[src/rtl/hkv_pkg.sv]
// Shared constants, control types and hash helpers for the hash table unit.
// No dependencies; imported by every module of the block.
`default_nettype none

package hkv_pkg;

  // Request codes.
  localparam logic [1:0] OP_PUT    = 2'd0;
  localparam logic [1:0] OP_GET    = 2'd1;
  localparam logic [1:0] OP_REMOVE = 2'd2;

  // Result status codes.
  localparam logic [1:0] ST_OK      = 2'd0;
  localparam logic [1:0] ST_MISSING = 2'd1;
  localparam logic [1:0] ST_FULL    = 2'd2;

  // Width of the reported entry count.
  localparam int unsigned ENTRY_W = 11;

  // Integer hash constants.
  localparam logic [31:0] WANG_SEED = 32'd61;
  localparam logic [31:0] WANG_MUL  = 32'h27d4eb2d;
  localparam int unsigned WANG_SH1  = 16;
  localparam int unsigned WANG_SH2  = 3;
  localparam int unsigned WANG_SH3  = 4;
  localparam int unsigned WANG_SH4  = 15;

  // Strobes from the sequencer to the bucket store.
  typedef struct packed {
    logic rd_en;
    logic row_we;
    logic fill_we;
  } mem_ctrl_t;

  // Hash steps ahead of the multiply: xor/shift, times nine, xor/shift.
  function automatic logic [31:0] wang_pre(input logic [31:0] a);
    logic [31:0] b;
    b = (a ^ WANG_SEED) ^ (a >> WANG_SH1);
    b = b + (b << WANG_SH2);
    b = b ^ (b >> WANG_SH3);
    return b;
  endfunction

  // Hash step after the multiply.
  function automatic logic [31:0] wang_post(input logic [31:0] a);
    return a ^ (a >> WANG_SH4);
  endfunction

endpackage

`default_nettype wire

[src/rtl/hkv_hash.sv]
// Multi-cycle bucket index unit: integer hash of the key, then reduction to
// a bucket number. Depends on hkv_pkg.
`default_nettype none

module hkv_hash import hkv_pkg::*; #(
  parameter int unsigned BUCKETS = 256,
  localparam int unsigned BW = $clog2(BUCKETS)
) (
  input  wire logic          clk_i,
  input  wire logic          rst_ni,
  input  wire logic          start_i,
  input  wire logic [31:0]   key_i,
  output logic               done_o,
  output logic [BW-1:0]      bucket_o
);

  logic [31:0] mix_q;
  logic [31:0] prod_q;
  logic        mix_vld_q;
  logic        prod_vld_q;
  logic [31:0] hash_w;

  // Stage valid flags.
  always_ff @(posedge clk_i or negedge rst_ni) begin
    if (!rst_ni) begin
      mix_vld_q  <= 1'b0;
      prod_vld_q <= 1'b0;
    end else begin
      mix_vld_q  <= start_i;
      prod_vld_q <= mix_vld_q;
    end
  end

  // Pre-mix stage, then the 32-bit multiply with its own register.
  always_ff @(posedge clk_i) begin
    if (start_i) begin
      mix_q <= wang_pre(key_i);
    end
    if (mix_vld_q) begin
      prod_q <= mix_q * WANG_MUL;
    end
  end

  assign hash_w = wang_post(prod_q);

  if ((BUCKETS & (BUCKETS - 1)) == 0) begin : g_pow2
    logic          done_q;
    logic [BW-1:0] bucket_q;

    // A power-of-two bucket count keeps the low hash bits.
    always_ff @(posedge clk_i or negedge rst_ni) begin
      if (!rst_ni) begin
        done_q <= 1'b0;
      end else begin
        done_q <= prod_vld_q;
      end
    end

    always_ff @(posedge clk_i) begin
      if (prod_vld_q) begin
        bucket_q <= hash_w[BW-1:0];
      end
    end

    assign done_o   = done_q;
    assign bucket_o = bucket_q;
  end else begin : g_mod
    // Reciprocal of the bucket count scaled by 2^32, and the count itself.
    localparam logic [31:0] RECIP = 32'(64'h1_0000_0000 / 64'(BUCKETS));
    localparam logic [31:0] BKT   = 32'(BUCKETS);

    logic [31:0]   quo_w;
    logic [31:0]   hsh_q;
    logic [31:0]   quo_q;
    logic [31:0]   rem_q;
    logic          quo_vld_q;
    logic          rem_vld_q;
    logic          done_q;
    logic [BW-1:0] bucket_q;

    // Quotient estimate from the reciprocal; it is low by at most one, so
    // the first remainder is below twice the bucket count.
    assign quo_w = 32'(({32'd0, hash_w} * {32'd0, RECIP}) >> 32);

    always_ff @(posedge clk_i or negedge rst_ni) begin
      if (!rst_ni) begin
        quo_vld_q <= 1'b0;
        rem_vld_q <= 1'b0;
        done_q    <= 1'b0;
      end else begin
        quo_vld_q <= prod_vld_q;
        rem_vld_q <= quo_vld_q;
        done_q    <= rem_vld_q;
      end
    end

    // Estimate, back-multiply and subtract, then one correcting subtract.
    always_ff @(posedge clk_i) begin
      if (prod_vld_q) begin
        hsh_q <= hash_w;
        quo_q <= quo_w;
      end
      if (quo_vld_q) begin
        rem_q <= hsh_q - (quo_q * BKT);
      end
      if (rem_vld_q) begin
        bucket_q <= (rem_q >= BKT) ? BW'(rem_q - BKT) : BW'(rem_q);
      end
    end

    assign done_o   = done_q;
    assign bucket_o = bucket_q;
  end

endmodule

`default_nettype wire

[config.mk]
export PLATFORM = sky130hd
export DESIGN_NAME = hkv_hash
export DESIGN_NICKNAME = d
export VERILOG_FILES = /design/src/rtl/hkv_pkg.sv /design/src/rtl/hkv_hash.sv
export SDC_FILE = /design/constraint.sdc
export NUM_CORES = 1
export LEC_CHECK = 0
export ABC_AREA = 1
export BUFFER_PORTS_ARGS = -buffer_cell sky130_fd_sc_hd__buf_2
export CAP_MARGIN = 20
export CORE_MARGIN = 5
export CORE_UTILIZATION = 55
export CTS_BUF_LIST = sky130_fd_sc_hd__clkbuf_8 sky130_fd_sc_hd__clkbuf_16
export DETAILED_ROUTE_END_ITERATION = 6
export HOLD_SLACK_MARGIN = 0.03
export PLACE_DENSITY_LB_ADDON = 0.3
export SYNTH_ARGS = -nofsm -noshare
export SYNTH_HDL_FRONTEND = slang
export SYNTH_SLANG_ARGS = --single-unit
[constraint.sdc]
create_clock -name clk_i -period 9.6 [get_ports clk_i]
set_input_delay 0.96 -clock clk_i [delete_from_list [all_inputs] [get_ports clk_i]]
set_output_delay 0.96 -clock clk_i [all_outputs]
set_load 0.05 [all_outputs]
==> Yosys cells after proc, flatten, opt, wreduce, memory -nomap -nowiden <==
Index checks and enable logic that the tools add are counted.
{ "op_classes": {"eq_ne": 0, "shifts": 0, "div_mod_pow": 0, "n_lt_le_gt_ge": 0, "muxes": 0, "reduce_logical": 0, "addsub": 1, "bitwise_logic": 4, "multipliers": 1} }
{ "ops": {"columns": ["op", "n"], "rows": [
  ["$add 32x32->32", 1],
  ["$mul 32x30->23 const B", 1],
  ["$xor 32x16->32", 1],
  ["$xor 32x28->32", 1],
  ["$xor 8x8->8", 1],
  ["$not 5->5", 1]
]} }
{ "word_totals": {"wordCells": 12, "output_inout_bits": 9, "ram_bits": 0, "n_memories": 0, "reg_bits": 66, "input_bits": 35, "latchBits": 0, "rom_bits": 0} }

==> Longest topological paths before layout <==
{ "depth": {"ltp_word": 4, "mapped_depth": 25, "ltp_nobuf": 25} }

==> Least setup slack after synthesis <==
No wires, ideal clock.
{ "synth_timing": {"kind": "register -> register", "startpoint": "register mix_q[8]", "endpoint": "register prod_q[21] (data pin)", "n_path_buf": 0, "setup_slack_ps": 4218, "stages_incl_launch_ff": 22, "arrival_time_ps": 5124, "path_cell_list": "edfxtp_1 -> ha_1 -> inv_1 -> fa_1 -> inv_1 -> fa_1 -> inv_1 -> fa_1 -> inv_1 -> fa_1 -> fa_1 -> inv_1 -> fa_1 -> inv_1 -> ha_1 -> inv_1 -> nor3_1 -> inv_1 -> nor3_1 -> nand4_1 -> nand3_1 -> xor2_1"} }
{ "synth_via": {"elab_chain_len": 1} }
{ "synth_lines": {"columns": ["item", "line", "rtl"], "rows": [
  ["start, declared", "hkv_hash.sv:17", "logic [31:0] mix_q;"],
  ["start signal, assigned", "hkv_hash.sv:37", "mix_q <= wang_pre(key_i);"],
  ["$mul 32x30->23", "hkv_hash.sv:40", "prod_q <= mix_q * WANG_MUL;"],
  ["end signal, assigned", "hkv_hash.sv:40", null],
  ["end, declared", "hkv_hash.sv:18", "logic [31:0] prod_q;"]
]} }
Every way passes these cells.
A chain may end at the register's enable or synchronous reset.

==> Worst setup path after layout <==
{ "layout_timing": {"startpoint": "register mix_q[6]", "endpoint": "register prod_q[21] (data pin)"} }
Same word-level chain as after synthesis.

==> parameters.txt <==
Parameter                              Value

Outcome
  Run status    completed

Worst setup path
  Register-to-Register Setup Slack    3.95 ns
  Reg-to-Reg Start    mix_q[6]
  Slowest CP cell    sky130_fd_sc_hd__edfxtp_1
  Worst Path Arrival    about 5.7 ns
  End point of the critical path    prod_q[21]
  Destination of the worst register-to-register timing path    prod_q[21]
  Element type at the critical path start    register
  Critical Path Sink Type    register
  Worst setup startpoint    mix_q[6]
  Depth of the worst register-to-register path    21
  Cell-by-cell trace of the critical path    ha_1 > inv_1 > fa_1 > inv_1 > fa_1 > inv_1 > fa_1 > inv_1 > fa_1 > fa_1 > inv_1 > fa_1 > inv_1 > ha_1 > inv_1 > nor3_1 > inv_1 > nor3_1 > nand4_1 > nand3_1 > xor2_1
  Data required time at the worst endpoint    9.65 ns
  Count of cell instances traversed by the critical path    21
  Library cell appearing most often on the critical path    sky130_fd_sc_hd__inv_1
  Cell family with the largest share of critical-path delay    adder cells
  Largest stage delay, worst path    approximately 0.54 ns
  Maximum fanout along the worst path    6
  Number of buffer and inverter stages on the critical path    8
  Setup Crit Path Kind    register to register

Timing
  Worst slew slack as a fraction of its limit    55.7%
  Pins over their slew limit    0
  Unrepaired setup endpoints after global routing    no
  Crit share post-route    slightly below 60%
  Sum of negative setup slack    0 ns
  Final setup violating endpoints    0
  Transition time at the pin with the least slew margin    approximately 0.66 ns
  Top achievable clock speed    177 MHz
  Final-report hold violation count    0
  Worst clock skew    0.0106 ns
  Final min period    5.65 ns

Clock tree
  CTS buffer count    5
  Post-CTS Hold Buffers    0
  Maximum clock path buffer count    2
  Clock sink count    50
  TritonCTS clock tree    done
  Depth of the CTS H-tree    2
  Setup Fix Bufs, Post-CTS    0
  Clock Latency Late Sink    about 0.3 ns
  Clock slew at the register clock pins of the worst setup and hold paths    0.07 ns
  Post-CTS sizing    0
  Clock root buffer    sky130_fd_sc_hd__clkbuf_16

Global route
  Overflow left after global routing    0
  Largest net degree at the start of global routing    25
  Aggregate global-route resource usage    22.5%
  Via count of the first global-routing pass    6,375
  Wire length of the first global-routing pass    31,200 um
  Antenna violations before repair    0

Floorplan
  Die height    approximately 130 um
  Core area    0.0146 mm2
  Starting Density    a little under three fifths
  Standard-cell rows    44
  Chip width    approximately 130 um
  Die area    0.0175 mm2
  I/O pin count    44

Placement
  PortBufs    43
  Final HPWL from detailed placement    17,100 um
  Final GP Congestion    around 0.95

Synthesis
  Most area-hungry cell type in the Yosys netlist    sky130_fd_sc_hd__fa_1
  Top cells by area, synth    sky130_fd_sc_hd__fa_1, sky130_fd_sc_hd__ha_1, sky130_fd_sc_hd__edfxtp_1
  Number of synthesized flops with an enable pin    47
  Cell count after synthesis    between 900 and 1k
  Post-synth ARST share    under 10%
  Number of warning messages in the yosys log    0
  Synth Flop Type    sky130_fd_sc_hd__edfxtp_1
  Average footprint of a synthesized cell    slightly below 9 um2
  Post-Syn Nets    1,213
  Area of the mapped netlist    0.00821 mm2
  Area share of the leading cell type in the synthesized netlist    between 20% and 30%
  Most common library cells after synthesis    sky130_fd_sc_hd__inv_1, sky130_fd_sc_hd__nand2_1, sky130_fd_sc_hd__ha_1
  Post-synthesis sequential area ratio    18.1%
  Most repeated cell in the gate-level netlist after synthesis    sky130_fd_sc_hd__inv_1
  Number of synthesized register bits    50
  Number of distinct standard cells referenced by the synthesized netlist    32

Routing
  Per-cell routed wire length    approximately 16 um
  1st-iter DRT viols    202
  Via count    5,990
  Detail-routed via count per cell    5.08
  Remaining routing DRC violations    0
  Count of nets left with antenna violations after detail routing    0
  Post-detailed-routing wire length    19,000 um
  First-pass detailed-route iteration total    4

Cells and area
  ANT cells    0
  Syn-to-layout area delta    7.78%
  Total Nets Final    1,263
  Layout cell share with drive strength beyond 1    approximately 6%
  FILL cells    1,251
  Finished Core Util    60.7%

Job
  Max-cap violations    0

Worst hold path
  Class of the worst hold path    primary input to async pin
-- per-stage QoR --
step                cell area (um2)  setup WS (ns)  hold slack, ns  cells
floorplan                      8210           4.22           0.541    944
CTS                            8850           3.93           0.452   1179
global placement               8660           4.02           0.550   1171
finish                         8850           3.95           0.452   1179
global route                   8850           3.63           0.453   1179
detailed placement             8660           3.94           0.549   1171
-- registers in the layout, indices dropped and copies added (netlist names) --
signal and count:
bucket_o 8, mix_vld_q 1, done_o 1, prod_vld_q 1, mix_q 23, prod_q 16
-- cell usage in the layout, fill, tap and decap left out, types with 6 or more instances in the layout --
cell,instances
sky130_fd_sc_hd__xnor2_1,24
sky130_fd_sc_hd__nand2_1,157
sky130_fd_sc_hd__o21ai_0,18
sky130_fd_sc_hd__fa_1,90
sky130_fd_sc_hd__a21oi_1,46
sky130_fd_sc_hd__ha_1,144
sky130_fd_sc_hd__nand3_1,33
sky130_fd_sc_hd__xor2_1,50
sky130_fd_sc_hd__nand3b_1,6
sky130_fd_sc_hd__inv_1,243
sky130_fd_sc_hd__buf_2,43
sky130_fd_sc_hd__nand4_1,8
sky130_fd_sc_hd__nor2_1,35
sky130_fd_sc_hd__edfxtp_1,47
-- logic make-up after synthesis --
group / synth area share, %
compound gates: 5.59
xor+xnor: 8.09
fa+ha+maj: 43.9
buf+inv: 11.2
simple gates: 13.2
flops: 18.1
-- metal layers --
metal | track usage [%] | vias to the layer above | part of all wire (%)
li1 | - | 3062 | -
met1 | 26.1 | 2784 | 40
met2 | 42.8 | 108 | 54
met3 | 1.91 | 36 | 2.5
met4 | 8.48 | 0 | 3.6
met5 | 0 | - | 0
-- layout make-up --
| type | count | area (um2) | area share [%] |
|---|---|---|---|
| multi-input cells | 649 | 5810 | 65.6 |
| flip-flops and latches | 50 | 1490 | 16.8 |
| inverters | 245 | 920 | 10.4 |
| well taps | 184 | 230 | 2.60 |
| repair buffers | 43 | 215 | 2.43 |
| clock buffers | 5 | 125 | 1.41 |
| clock inverters | 3 | 68.8 | 0.777 |
-- worst min path at each step --
stage / endpoint
6_report: done_o
5_1_grt: done_o
4_1_cts: done_o
3_5_place_dp: bucket_o[2]
3_3_place_gp: bucket_o[0]
2_1_floorplan: done_o
Power is not shown: default switching activity piles up to over one toggle a cycle in this logic, so the estimate is an artifact.
